[config.mk]
export PLATFORM = sky130hd
export DESIGN_NAME = sfct_ram
export DESIGN_NICKNAME = d
export VERILOG_FILES = /design/src/swing_foot_cycloid_trajectory_macros.svh /design/src/sfct_ram.sv
export SDC_FILE = /design/constraint.sdc
export NUM_CORES = 1
export LEC_CHECK = 0
export BUFFER_PORTS_ARGS = -buffer_cell sky130_fd_sc_hd__buf_2
export CORE_MARGIN = 2
export CORE_UTILIZATION = 50
export DETAILED_ROUTE_END_ITERATION = 7
export PLACE_DENSITY_LB_ADDON = 0.2
export SLEW_MARGIN = 20
export SYNTH_ARGS = -nofsm -noshare
export SYNTH_HDL_FRONTEND = slang
export SYNTH_SLANG_ARGS = --single-unit
[constraint.sdc]
create_clock -name i_clk -period 2 [get_ports i_clk]
set_input_delay 0.4 -clock i_clk [delete_from_list [all_inputs] [get_ports i_clk]]
set_output_delay 0.4 -clock i_clk [all_outputs]
set_load 0.02 [all_outputs]
[src/swing_foot_cycloid_trajectory_macros.svh]
// swing_foot_cycloid_trajectory_macros.svh
// Concurrent assertion macros for the swing foot trajectory RTL.
// No dependencies; define NO_ASSERTIONS to compile them out.
`ifndef SWING_FOOT_CYCLOID_TRAJECTORY_MACROS_SVH
`define SWING_FOOT_CYCLOID_TRAJECTORY_MACROS_SVH
`ifndef NO_ASSERTIONS
// plain property, sampled on the clock, off during reset
`define SFCT_ASSERT(lbl, clk, rst_n, prop) \
    lbl: assert property (@(posedge clk) disable iff (!rst_n) (prop)) \
        else $error("%m: check failed");
// same-cycle implication
`define SFCT_ASSERT_IMPLY(lbl, clk, rst_n, ante, cons) \
    lbl: assert property (@(posedge clk) disable iff (!rst_n) (ante) |-> (cons)) \
        else $error("%m: check failed");
// next-cycle implication
`define SFCT_ASSERT_NEXT(lbl, clk, rst_n, ante, cons) \
    lbl: assert property (@(posedge clk) disable iff (!rst_n) (ante) |=> (cons)) \
        else $error("%m: check failed");
`else
`define SFCT_ASSERT(lbl, clk, rst_n, prop)
`define SFCT_ASSERT_IMPLY(lbl, clk, rst_n, ante, cons)
`define SFCT_ASSERT_NEXT(lbl, clk, rst_n, ante, cons)
`endif
`endif

[src/sfct_ram.sv]
// sfct_ram.sv
// Generic single-write, single-read RAM with registered read data.
// No dependencies.
module sfct_ram #(
    parameter int WIDTH = 8,
    parameter int DEPTH = 4
) (
    input  logic                                     i_clk,
    input  logic                                     i_we,
    input  logic [((DEPTH > 1) ? $clog2(DEPTH) : 1)-1:0] i_waddr,
    input  logic [WIDTH-1:0]                         i_wdata,
    input  logic                                     i_re,
    input  logic [((DEPTH > 1) ? $clog2(DEPTH) : 1)-1:0] i_raddr,
    output logic [WIDTH-1:0]                         o_rdata
);

    logic [WIDTH-1:0] r_mem [DEPTH];
    logic [WIDTH-1:0] r_rdata;

    always_ff @(posedge i_clk) begin
        if (i_we) begin
            r_mem[i_waddr] <= i_wdata;
        end
        if (i_re) begin
            r_rdata <= r_mem[i_raddr];
        end
    end

    assign o_rdata = r_rdata;

endmodule

==> results of run 1 <==
## metrics by stage
stage          setup slack, ns  hold WS (ns)  power [mW]  area (sq um)
2_1_floorplan            0.536         0.499        1.06          1430
3_3_place_gp             0.494         0.612        1.10          1570
3_5_place_dp             0.476         0.617        1.10          1570
4_1_cts                  0.708         0.265        1.46          1620
5_1_grt                  0.658         0.240        1.51          1620
6_report                 0.736         0.282        1.44          1620
## worst max path at each step
stage,cells past startpoint,start,endpoint,slack [ns]
2_1_floorplan,1,i_waddr[0],r_mem[0][0]$_DFFE_PP_,0.54
3_3_place_gp,2,i_raddr[0],o_rdata[7]$_DFFE_PP_,0.49
3_5_place_dp,2,i_raddr[0],o_rdata[6]$_DFFE_PP_,0.48
4_1_cts,1,o_rdata[4]$_DFFE_PP_,o_rdata[4],0.71
5_1_grt,1,o_rdata[6]$_DFFE_PP_,o_rdata[6],0.66
6_report,1,o_rdata[4]$_DFFE_PP_,o_rdata[4],0.74
## kinds of logic (layout without fill, tap and decap cells)
family,Yosys count,count (layout),share of synthesized area
and+or+nand+nor,4,4,0.0219
DFF,40,40,0.841
buffers and inverters,2,30,0.0114
muxes,8,8,0.126
## report_power, final
part | switching, mW | internal [mW] | total, mW | leakage (nW)
registers | 0.00862 | 0.973 | 0.981 | 0.372
clock network | 0.229 | 0.130 | 0.359 | 0.0281
logic | 0.0553 | 0.0445 | 0.0998 | 0.164
## registers in the layout, indices dropped and copies added, names as in the netlist
name / flops
o_rdata: 8
r_mem: 32
## placed cells by master, fill, tap and decap left out
cell / count
and3b_1: 2
and3_1: 1
clkinv_2: 1
clkbuf_4: 5
edfxtp_1: 40
clkbuf_1: 1
nor3b_1: 1
buf_2: 22
mux4_2: 8
buf_4: 1
## metal layers
| metal | wire [microns] | global-route usage | vias to the layer above |
|---|---|---|---|
| met5 | 0 | 0 | - |
| met4 | 14 | 0.0399 | 0 |
| met3 | 111 | 0.0748 | 2 |
| met1 | 804 | 0.184 | 286 |
| met2 | 931 | 0.198 | 20 |
| li1 | - | - | 287 |
## final cells by class
class,instances,area [sq um]
clock inverters,1,5.00
flip-flops and latches,40,1200
repair buffers,23,118
multi-input cells,12,211
fillers,210,1120
clock buffers,6,41.3
well taps,31,38.8
==> impl_metrics.ini, run 1 <==
[status]
outcome = finished clean

[global_routing]
grt_pass1_vias = 629
groute.usage.overall = 0.138
antenna_found_initial = 0
gr-total-overflow = 0
grt_max_degree = 12
grt_pass1_wl_microns = 3070

[clocking]
tritoncts = yes
cts_sinks = 40
clk_pin_slew_ns = 0.11
cts_buffer_depth = 2
post_cts_resize_count = 0
clk_latency_ns = 0.33
cts_buffers = 5
holdBufCountCts = 0
post_cts_buffers = 0
clockRootBuffer = clkbuf_4
htree_levels = 2

[worst_hold_path]
hp-class = in -> reg
min_path_cells = 1
hold_path_end = r_mem[2][5]$_DFFE_PP_
min_from = i_wdata[5]

[worst_setup_path]
ff2ff_setup_slack_ns = 0.89
path_class = reg -> out
critPathBufInv = 1
crit_required_ns = 1.60
crit_path_end_kind = output port
max_stage_delay_ns = 0.37
r2r_end = o_rdata[6]$_DFFE_PP_
path_cells = buf_2
slowest_stage = edfxtp_1
cp_top_family = flip-flops
crit_path_max_fanout = 1
critPathLaunchType = flop
critPathArrivalTime_ns = 0.86
ff2ff_path_depth = 1
worstReg2RegStart = r_mem[3][6]$_DFFE_PP_

[yosys]
synth-seq-area-share = 0.841
netlist_top_cells_area = edfxtp_1 (84%), mux4_2 (13%), and3b_1 (1.2%)
synth_seq_cells = 40
yosys_most_used_dff = edfxtp_1
synth_edf_count = 40
synth_cell_types = 7
async_reset_ff_frac = 0
yosysWarnings = 0
synth_area_per_cell_sq_um = 26.5
synth_top_area_cell = edfxtp_1
synth_top_cell_area_share = 0.841
synth_cells = 54
netlist_top_cells_count = edfxtp_1 (40), mux4_2 (8), and3b_1 (2)
post-synth-top-count-cell = edfxtp_1
syn_area_sq_um = 1430
syn_nets = 69

[timing]
tightest_slew_ns = 0.422
rsz0062_at_grt = false
timing.fmax_ghz = 0.791
clock_skew_ns = 0.00641
fin_crit_ns = 1.26
slew_violations = 0
timing.final.crit_share = 0.632
hold_viol = 0
tns_ns = 0
setup_violations = 0
slew_headroom = 0.719

[power_and_ir_drop]
peakVddDrop_mv = 0.724
power_leakage_nw = 0.564
p_per_area_nw_per_um2 = 891

[route]
ant_nets = 0
drtIter0Drc = 9
vias_per_cell = 5.27
first_pass_iters = 4
vias = 595
drc = 0
wl_per_cell_microns = 16.5
routed_wl_microns = 1860

[die]
core_area_sq_um = 2730
num_rows = 19
die_w_microns = 57.5
initial_core_util = 0.523
ios = 23
die-area_sq_um = 3300
die_y_microns = 57.5

[finish]
nNetsFinal = 97
fin_util = 0.591
area_growth_pct = 13.0
n_antenna_cell = 0
layoutNonFillerInstCount = 113
drive_above_1_share = 0.451

[placement]
placed_cells = 106
finalWeightedCongestion = 0.712
io_buffers = 22

[job]
cap_violations = 0
Note: power is estimated with default switching activity, not from simulation.
==> inputs of run 2 (changes only) <==
Settings changed: CORE_UTILIZATION 50 to 48.
Clock period 2 ns to 1.1 ns, I/O delays scaled along.
==> impl_metrics.ini, run 2 (synthesis results as in run 1) <==
[status]
outcome = complete, but fails checks
violations = negative setup slack

[power_and_ir_drop]
p_seq_frac = 0.618
power_leakage_nw = 0.632
comb_power_share = 0.078
swShare = 0.187
power.total_mw = 2.90
intPower_mw = 2.36
clkPwrFrac = 0.304
switching_power_mw = 0.542
p_per_area_nw_per_um2 = 1640
peakVddDrop_mv = 1.16

[timing]
clock_skew_ns = 0.00346
setup_violations = 1
finalWorstSetupSlack_ns = -0.0128
timing.fmax_ghz = 0.899
tightest_slew_ns = 0.209
slew_headroom = 0.860
slew_violations = 0
rsz0062_at_grt = true
fin_crit_ns = 1.11
hold_viol = 0
timing.final.crit_share = 1.01

[worst_hold_path]
hp-class = in -> reg
min_from = i_wdata[7]
hold_path_end = r_mem[0][7]$_DFFE_PP_
min_path_cells = 1

[worst_setup_path]
path_cells = buf_6
max_stage_delay_ns = 0.41
worstReg2RegStart = r_mem[3][2]$_DFFE_PP_
r2r_end = o_rdata[2]$_DFFE_PP_
critPathArrivalTime_ns = 0.89
slowest_stage = edfxtp_1
critPathBufInv = 1
ff2ff_path_depth = 1
cp_top_family = flip-flops
crit_required_ns = 0.88
crit_path_end_kind = output port
critPathLaunchType = flop
crit_path_max_fanout = 1
path_class = reg -> out
ff2ff_setup_slack_ns = 0.01

[clocking]
tritoncts = yes
clockRootBuffer = clkbuf_4
clk_pin_slew_ns = 0.11
holdBufCountCts = 0
cts_sinks = 40
clk_latency_ns = 0.33
htree_levels = 2
cts_buffers = 5
cts_buffer_depth = 2

[global_routing]
grt_max_degree = 13
gr-total-overflow = 0
antenna_found_initial = 0
grt_pass1_vias = 645
groute.usage.overall = 0.135
grt_pass1_wl_microns = 3040

[finish]
largest-register = r_mem
drive_above_1_share = 0.494
final_cell_mix = edfxtp_1 (40), buf_2 (15), mux4_2 (8), buf_6 (7)
largest_reg_flops = 32
nNetsFinal = 103
layoutNonFillerInstCount = 120
area_growth_pct = 23.4
fin_util = 0.634
n_antenna_cell = 0
final_common_cell = edfxtp_1

[placement]
finalWeightedCongestion = 0.713
placed_cells = 112
io_buffers = 22

[route]
drtIter0Drc = 14
first_pass_iters = 4
vias_per_cell = 5.29
drc = 0
ant_nets = 0
vias = 635
routed_wl_microns = 1920
wl_per_cell_microns = 16.0

[die]
die_w_microns = 58.6
core_area_sq_um = 2780
die-area_sq_um = 3430
initial_core_util = 0.514
num_rows = 19
die_y_microns = 58.6
ios = 23

[job]
cap_violations = 0
[run 2: cell types whose count changed in the layout (fill, tap and decap cells not counted), moves of 2 or more]
cell      delta
buf_2        -7
buf_12       +2
buf_4        +4
clkinv_1     +2
buf_6        +7
[run 2: worst max path at each step]
stage                    startpoint              endpoint  cells after the start  slack, ns
2_1_floorplan            i_raddr[0]  o_rdata[0]$_DFFE_PP_                      2       0.01
4_1_cts        o_rdata[3]$_DFFE_PP_            o_rdata[3]                      1      -0.05
5_1_grt        o_rdata[0]$_DFFE_PP_            o_rdata[0]                      1      -0.05
3_5_place_dp             i_raddr[0]  o_rdata[3]$_DFFE_PP_                      3      -0.14
6_report       o_rdata[3]$_DFFE_PP_            o_rdata[3]                      1      -0.01
3_3_place_gp             i_raddr[0]  o_rdata[1]$_DFFE_PP_                      3      -0.12
[run 2: final cells by class]
type	count	area (sq um)
clock buffer	5	37.5
clock inverter	3	37.5
fill	188	1020
multi-input combinational	12	216
sequential	40	1200
tap	31	38.8
timing repair buffer	29	231
[run 2: what timing repair did]
| action | 4_1_cts | 5_1_grt |
|---|---|---|
| pin swaps | 0 | 0 |
| resized for setup | 2 | 12 |
| setup buffers | 0 | 0 |
| setup endpoints to repair | 7 | 15 |
[run 2: power by group through the flow]
stage | clock network (mW) | logic [mW] | registers [mW]
global route | 0.966 | 0.245 | 1.80
floorplan | 0 | 0.0807 | 1.85
detailed placement | 0 | 0.210 | 1.82
global placement | 0 | 0.204 | 1.82
finish | 0.881 | 0.226 | 1.79
CTS | 0.916 | 0.213 | 1.79
[run 2: per-layer routing]
layer / track usage / routed length [microns] / vias up
met1: 0.146 / 683 / 309
met5: 0 / 0 / -
met2: 0.230 / 1090 / 20
li1: - / - / 302
met3: 0.0593 / 111 / 4
met4: 0.0598 / 27 / 0
[run 2: stage by stage]
step	setup slack, ns	TNS [ns]	hold slack, ns	cell area (sq um)
after floorplan	0.0132	0	0.319	1440
after global routing	-0.0505	-0.361	0.0770	1760
final	-0.0128	-0.0128	0.0911	1760
after CTS	-0.0550	-0.120	0.0773	1730
after detailed placement	-0.138	-1.01	0.442	1640
after global placement	-0.120	-0.938	0.431	1640
